**config.mk**
```make
export PLATFORM = sky130hd
export DESIGN_NAME = bounded_array_list_engine
export DESIGN_NICKNAME = d
export VERILOG_FILES = /design/src/sv/bale_pkg.sv /design/src/sv/bale_cell.sv /design/src/sv/bounded_array_list_engine.sv
export SDC_FILE = /design/constraint.sdc
export NUM_CORES = 2
export LEC_CHECK = 0
export BUFFER_PORTS_ARGS = -buffer_cell sky130_fd_sc_hd__buf_2
export CORE_UTILIZATION = 25
export DETAILED_ROUTE_END_ITERATION = 8
export PLACE_DENSITY = 0.38
export SLEW_MARGIN = 20
export SYNTH_ARGS = -nofsm -noshare
export SYNTH_HDL_FRONTEND = slang
export SYNTH_SLANG_ARGS = --single-unit
export TNS_END_PERCENT = 50
```
**constraint.sdc**
```tcl
create_clock -name clk_i -period 25 [get_ports clk_i]
set_input_delay 7.5 -clock clk_i [delete_from_list [all_inputs] [get_ports clk_i]]
set_output_delay 7.5 -clock clk_i [all_outputs]
set_load 0.02 [all_outputs]
```
**src/sv/bale_pkg.sv**
```systemverilog
// ----------------------------------------------------------------------------
// bale_pkg - bounded array list engine definitions
// Sizes, command and status codes, cell controls and item structs.
// ----------------------------------------------------------------------------
`default_nettype none

package bale_pkg;

  localparam int DEPTH  = 16;
  localparam int DATA_W = 32;
  localparam int CNT_W  = $clog2(DEPTH + 1);
  localparam int IDX_W  = $clog2(DEPTH);
  localparam int CAP_W  = 5;
  localparam int POS_W  = 4;
  localparam int CMD_W  = 4;

  localparam logic [CAP_W-1:0] CAPACITY_RST = CAP_W'(10);

  typedef enum logic [CMD_W-1:0] {
    CMD_CLEAR         = 4'd0,
    CMD_PUSH_BACK     = 4'd1,
    CMD_PUSH_FRONT    = 4'd2,
    CMD_INSERT_AT     = 4'd3,
    CMD_INSERT_SORTED = 4'd4,
    CMD_POP_AT        = 4'd5,
    CMD_POP_BACK      = 4'd6,
    CMD_POP_FRONT     = 4'd7,
    CMD_REMOVE        = 4'd8,
    CMD_FIND          = 4'd9,
    CMD_READ          = 4'd10
  } cmd_e;

  typedef enum logic [1:0] {
    ST_OK     = 2'd0,
    ST_FULL   = 2'd1,
    ST_EMPTY  = 2'd2,
    ST_BADPOS = 2'd3
  } status_e;

  typedef enum logic [1:0] {
    CELL_HOLD       = 2'd0,
    CELL_LOAD       = 2'd1,
    CELL_FROM_LEFT  = 2'd2,
    CELL_FROM_RIGHT = 2'd3
  } cell_op_e;

  typedef struct packed {
    logic [CMD_W-1:0]  cmd;
    logic [DATA_W-1:0] value;
    logic [POS_W-1:0]  position;
  } req_t;

  typedef struct packed {
    status_e           status;
    logic [DATA_W-1:0] data_out;
    logic [CNT_W-1:0]  found_index;
    logic              found;
    logic [CNT_W-1:0]  count;
    logic              is_full;
    logic              is_empty;
  } res_t;

  typedef struct packed {
    logic eq;
    logic lt;
  } cell_flags_t;

endpackage

`default_nettype wire

```
**src/sv/bale_cell.sv**
```systemverilog
// ----------------------------------------------------------------------------
// bale_cell - one list entry
// Holds one value, compares it with the command value and loads from the
// command, its left neighbor or its right neighbor.
// ----------------------------------------------------------------------------
`default_nettype none

module bale_cell (
  input  logic                  clk_i,
  input  bale_pkg::cell_op_e    op_i,
  input  logic [bale_pkg::DATA_W-1:0] value_i,
  input  logic [bale_pkg::DATA_W-1:0] left_i,
  input  logic [bale_pkg::DATA_W-1:0] right_i,
  output logic [bale_pkg::DATA_W-1:0] data_o,
  output bale_pkg::cell_flags_t flags_o
);
  import bale_pkg::*;

  logic [DATA_W-1:0] data_q, data_d;

  always_comb begin
    unique case (op_i)
      CELL_LOAD:       data_d = value_i;
      CELL_FROM_LEFT:  data_d = left_i;
      CELL_FROM_RIGHT: data_d = right_i;
      default:         data_d = data_q;
    endcase
  end

  always_ff @(posedge clk_i) begin
    data_q <= data_d;
  end

  assign data_o     = data_q;
  assign flags_o.eq = (data_q == value_i);
  assign flags_o.lt = (data_q < value_i);

endmodule

`default_nettype wire

```
**src/sv/bounded_array_list_engine.sv**
```systemverilog
// ----------------------------------------------------------------------------
// bounded_array_list_engine - ordered list of up to DEPTH values
// Command-driven list with insert, pop, remove, find and read.
// ----------------------------------------------------------------------------
// Each command taken with start high is finished at the edge that takes it: every entry
// sits in a cell that compares itself with the command value and shifts to
// or from its neighbors at the same edge, so busy stays low and a command
// may be issued every cycle. The result shows on res_o with done_o high for
// exactly one cycle, the cycle after the command; it is not held, so the
// receiver must take it then. The capacity register may be written any time
// the block is idle and takes effect on the next command.
// ----------------------------------------------------------------------------
`default_nettype none

module bounded_array_list_engine (
  input  logic                          clk_i,
  input  logic                          rst_ni,
  input  logic                          start,
  output logic                          busy,
  input  bale_pkg::req_t                req_i,
  output logic                          done_o,
  output bale_pkg::res_t                res_o,
  input  logic                          cfg_valid_i,
  output logic                          cfg_ready_o,
  input  logic [bale_pkg::CAP_W-1:0]    cfg_data_i
);
  import bale_pkg::*;

  logic [CAP_W-1:0]  capacity_q;
  logic [CNT_W-1:0]  count_q, count_d;
  logic              done_q;
  res_t              res_q, res_d;

  logic [DATA_W-1:0] cell_data [DEPTH];
  cell_flags_t       cell_flags [DEPTH];
  cell_op_e          cell_op [DEPTH];

  logic              acc;
  logic [CNT_W-1:0]  cap_lim;
  logic              full;
  logic [CNT_W-1:0]  pos_ext;
  logic [CNT_W-1:0]  match_idx;
  logic              match_any;
  logic [CNT_W-1:0]  sort_idx;
  logic [CNT_W-1:0]  k;
  logic              ins, pop, take;

  assign busy        = 1'b0;
  assign cfg_ready_o = 1'b1;
  assign acc         = start && !busy;

  assign cap_lim = (CNT_W'(capacity_q) > CNT_W'(DEPTH)) ? CNT_W'(DEPTH)
                                                         : CNT_W'(capacity_q);
  assign full    = (count_q >= cap_lim);
  assign pos_ext = CNT_W'(req_i.position);

  always_comb begin
    match_idx = count_q;
    sort_idx  = CNT_W'(DEPTH);
    for (int i = DEPTH - 1; i >= 0; i--) begin
      if (CNT_W'(i) < count_q && cell_flags[i].eq) match_idx = CNT_W'(i);
      if (!(CNT_W'(i) < count_q && cell_flags[i].lt)) sort_idx = CNT_W'(i);
    end
  end

  assign match_any = (match_idx < count_q);

  always_comb begin
    ins     = 1'b0;
    pop     = 1'b0;
    take    = 1'b0;
    k       = '0;
    count_d = count_q;
    res_d   = '0;
    unique case (req_i.cmd) inside
      CMD_CLEAR: begin
        count_d = '0;
      end
      CMD_PUSH_BACK, CMD_PUSH_FRONT, CMD_INSERT_AT, CMD_INSERT_SORTED: begin
        if (full) begin
          res_d.status = ST_FULL;
        end else begin
          ins = 1'b1;
          case (req_i.cmd)
            CMD_PUSH_BACK:  k = count_q;
            CMD_PUSH_FRONT: k = '0;
            CMD_INSERT_AT: begin
              k = pos_ext;
              if (pos_ext > count_q) begin
                res_d.status = ST_BADPOS;
                ins          = 1'b0;
              end
            end
            default:        k = sort_idx;
          endcase
        end
      end
      CMD_POP_AT, CMD_POP_BACK, CMD_POP_FRONT: begin
        if (count_q == '0) begin
          res_d.status = ST_EMPTY;
        end else begin
          pop  = 1'b1;
          take = 1'b1;
          case (req_i.cmd)
            CMD_POP_AT: begin
              k = pos_ext;
              if (pos_ext >= count_q) begin
                res_d.status = ST_BADPOS;
                pop          = 1'b0;
                take         = 1'b0;
              end
            end
            CMD_POP_BACK: k = count_q - CNT_W'(1);
            default:      k = '0;
          endcase
        end
      end
      CMD_REMOVE: begin
        k           = match_idx;
        pop         = match_any;
        res_d.found = match_any;
      end
      CMD_FIND: begin
        res_d.found_index = match_idx;
        res_d.found       = match_any;
      end
      CMD_READ: begin
        k = pos_ext;
        if (pos_ext >= count_q) res_d.status = ST_BADPOS;
        else                    take = 1'b1;
      end
      default: begin
      end
    endcase
    if (ins) count_d = count_q + CNT_W'(1);
    if (pop) count_d = count_q - CNT_W'(1);
    if (take) res_d.data_out = cell_data[k[IDX_W-1:0]];
    res_d.count    = count_d;
    res_d.is_full  = (count_d >= cap_lim);
    res_d.is_empty = (count_d == '0);
  end

  always_comb begin
    for (int i = 0; i < DEPTH; i++) begin
      cell_op[i] = CELL_HOLD;
      if (acc && ins) begin
        if (CNT_W'(i) == k)     cell_op[i] = CELL_LOAD;
        else if (CNT_W'(i) > k) cell_op[i] = CELL_FROM_LEFT;
      end else if (acc && pop) begin
        if (CNT_W'(i) >= k) cell_op[i] = CELL_FROM_RIGHT;
      end
    end
  end

  for (genvar g = 0; g < DEPTH; g++) begin : g_cell
    bale_cell u_cell (
      .clk_i   (clk_i),
      .op_i    (cell_op[g]),
      .value_i (req_i.value),
      .left_i  ((g == 0) ? req_i.value : cell_data[(g == 0) ? 0 : g - 1]),
      .right_i ((g == DEPTH - 1) ? cell_data[g] : cell_data[(g == DEPTH - 1) ? g : g + 1]),
      .data_o  (cell_data[g]),
      .flags_o (cell_flags[g])
    );
  end

  always_ff @(posedge clk_i or negedge rst_ni) begin
    if (!rst_ni) begin
      capacity_q <= CAPACITY_RST;
      count_q    <= '0;
      done_q     <= 1'b0;
    end else begin
      if (cfg_valid_i && cfg_ready_o) capacity_q <= cfg_data_i;
      if (acc) count_q <= count_d;
      done_q <= acc;
    end
  end

  always_ff @(posedge clk_i) begin
    if (acc) res_q <= res_d;
  end

  assign done_o = done_q;
  assign res_o  = res_q;

`ifndef ASSERT_OFF
  a_result_follows: assert property (@(posedge clk_i) disable iff (!rst_ni)
    (start && !busy) |=> done_o)
    else $error("command without result");

  a_fail_no_data: assert property (@(posedge clk_i) disable iff (!rst_ni)
    (done_o && res_o.status != ST_OK) |-> (res_o.data_out == '0))
    else $error("failed command returned data");

  a_empty_flag: assert property (@(posedge clk_i) disable iff (!rst_ni)
    done_o |-> (res_o.is_empty == (res_o.count == '0)))
    else $error("empty flag disagrees with count");

  a_count_bound: assert property (@(posedge clk_i) disable iff (!rst_ni)
    count_q <= CNT_W'(DEPTH))
    else $error("count beyond depth");
`endif

endmodule

`default_nettype wire

```
==> reports/metrics.csv <==
metric,value,unit
status,completed,
Iteration-0 DRC Markers,4337,
root buffer cell,clkbuf_16,
via count,37900,
total routed wirelength,210000,um
die area,178000,um2
P_leak,20.6,nW
setup TNS,0,ps
Crit Path Class,input port to flip-flop,
Gate Count Post-Synth,4308,
Top Ports,99,
placer congestion estimate,0.895,
Worst-Margin Slew,1110,ps
post-route insts no fill,6720,
Syn Nets,4891,
core area,174000,um2
VDD IR max,0.0475,mV
CP startpoint kind,input port,
Clock Pin Slew Worst Setup and Hold Paths,60,ps
"EDFF count, synth",559,
# hold bufs at CTS,0,
Via density,5.64,
post-synth top area share,38.1,%
RSZ-0062 raised after global routing,false,
Die Span X,422,um
Port Buf Inserts,96,
drt pass-1 iters,8,
htree depth,3,
Tmin final,14890,ps
clock latency on the worst-skew pair,720,ps
critical path endpoint category,flip-flop,
first-pass GRT wire length,293000,um
Final Hold Fails,0,
clock sink total,570,
Netlist cell types,91,
critical path's slowest cell,o41ai_1,
worst hold path type,flip-flop to flip-flop,
register area share after synthesis,38.8,%
Pwr Density,91.5,nW/um2
initial antenna violation count,5,
vias in the first global route,36800,
GR Overflow Total,0,
total CTS buffers,79,
clk_skew,49.9,ps
post-synth top area cell,edfxtp_1,
remaining antenna violation count,0,
Max Slew Vio Count,0,
CTS Buffer Depth,3,
Post-route DRC,0,
max incr delay on CP,970,ps
Mean Syn Cell Area,10.2,um2
Final Setup Violations,0,
ys flop type,edfxtp_1,
Max Fclk,0.0671,GHz
share of cells above drive strength 1,11.7,%
row count,153,
most frequent CP cell,buf_4,
area grow syn2layout,14.0,%
Critical Path RT,25430,ps
All-Layer GR Usage,22.9,%
hpwl dp,152000,um
CTS tree,done,
Die Span Y,422,um
synth top area cells,"edfxtp_1, ha_1, mux2i_1",
nets,4916,
largest net degree at the start of global routing,95,
Post CTS Setup Buffer Count,0,
#FFs+latches synth,570,
crit share post-route,59.6,%
Post-Place Cells,6577,
Worst Path Arrival,15330,ps
Resized cells post-CTS,0,
routed len/inst,31.2,um
Post-synth ARST share,1.93,%
synthesis warning total,0,
Initial Util,25.2,%
mapped cell area,44000,um2
max-cap violations,0,
Max-slew headroom,25.6,%
worst-path fanout max,37,
## cells in the final DEF, fill, tap and decap left out, types with 26 or more instances in the layout
cell,n
a211oi_1,37
a21o_1,62
a21oi_1,294
a221o_1,38
a221oi_1,35
a222oi_1,127
a22o_1,62
a22oi_1,97
buf_2,95
buf_4,127
clkbuf_16,83
edfxtp_1,559
ha_1,533
inv_1,209
mux2_2,59
mux2i_1,326
nand2_1,391
nand3_1,70
nand4_1,114
nor2_1,152
nor2b_1,29
nor3_1,70
nor4_1,26
o211ai_1,28
o21ai_0,260
o22ai_1,34
o311a_1,34
o31ai_1,42
## cells in the mapped netlist (all sizes together) (72+ instances only)
cell type	instances
edfxtp	559
ha	534
nand2	394
mux2i	326
a21oi	300
o21ai	285
inv	211
clkbuf	196
nor2	166
a222oi	127
nand4	114
a22oi	97
mux2	86
buf	83
nor3	78
nand3	72
## power breakdown
group	internal [W]	leakage [nW]	switching, W
sequential	0.00134	5.34	0.000257
combinational	0.000610	14.0	0.00123
clock	0.000671	1.23	0.000489
## area by class of cell
cell class	instances	area, um2
Antenna cell	2	5.00
Clock buffer	102	2170
Clock inverter	39	350
Fill cell	18200	124000
Inverter	211	792
Multi-Input combinational cell	3248	25500
Sequential cell	570	17100
Tap cell	2325	2910
Timing Repair Buffer	223	1450
## metal layers
layer	up-vias	wire length, um	global-route usage [%]
met2	1409	99000	38.0
met3	246	11600	2.61
li1	17100	-	-
met1	19200	92500	30.8
met4	6	6760	7.79
met5	-	46	0
## sequential cells by signal, indices dropped and copies added (netlist names)
signal,count
count_q,5
done_o,1
res_o,47
g_cell.u_cell.data_o,512
capacity_q,5
## worst max-delay path: cells and delay by family
kind	cells	cell delay (ps)
buffers and inverters	7	2240
AND/OR/NAND/NOR	9	1650
adder cells (fa/ha/maj)	2	630
AO/OA/AOI/OAI	9	3180
## per-stage QoR
step	power, W	hold WS [ps]	utilization (%)	cell area [um2]	worst slack (ps)
final	0.00459	509	28.8	50200	10110
after CTS	0.00461	520	28.8	50200	9840
after detailed placement	0.00343	507	27.3	47700	9100
after floorplan	0.00261	473	-	44000	9430
after global routing	0.00481	539	28.8	50200	9600
after global placement	0.00343	503	27.3	47700	9140
## path summary, 6_finish.rpt
| check | start | endpoint | slack (ps) | cells after the start |
|---|---|---|---|---|
| worst max-delay path | req_i[28] | g_cell[3].u_cell.data_o[28]$_DFFE_PP_ | 10110 | 27 |
| worst min-delay path | capacity_q[0]$_DFFE_PN0P_ | capacity_q[0]$_DFFE_PN0P_ | 510 | 1 |
| worst max register to register | count_q[4]$_DFFE_PN0P_ | g_cell[3].u_cell.data_o[28]$_DFFE_PP_ | 17230 | 23 |
| worst min register to register | capacity_q[0]$_DFFE_PN0P_ | capacity_q[0]$_DFFE_PN0P_ | 510 | 1 |
| max in group asynchronous | rst_ni | capacity_q[3]$_DFFE_PN1P_ | 18060 | 1 |
| min in group asynchronous | rst_ni | count_q[0]$_DFFE_PN0P_ | 6660 | 1 |
## cells by family (layout without fill, tap and decap cells)
| group | Yosys count | after routing | share of synthesized area (%) |
|---|---|---|---|
| flops | 570 | 570 | 38.8 |
| xor+xnor | 3 | 3 | 0.0597 |
| buf+inv | 490 | 575 | 4.41 |
| other cells | 2 | 4 | 0.0171 |
| simple gates | 957 | 957 | 10.2 |
| fa+ha+maj | 534 | 534 | 15.2 |
| mux | 424 | 424 | 10.3 |
| compound gates | 1328 | 1328 | 21.1 |
Power figures use the tool's default switching activity.
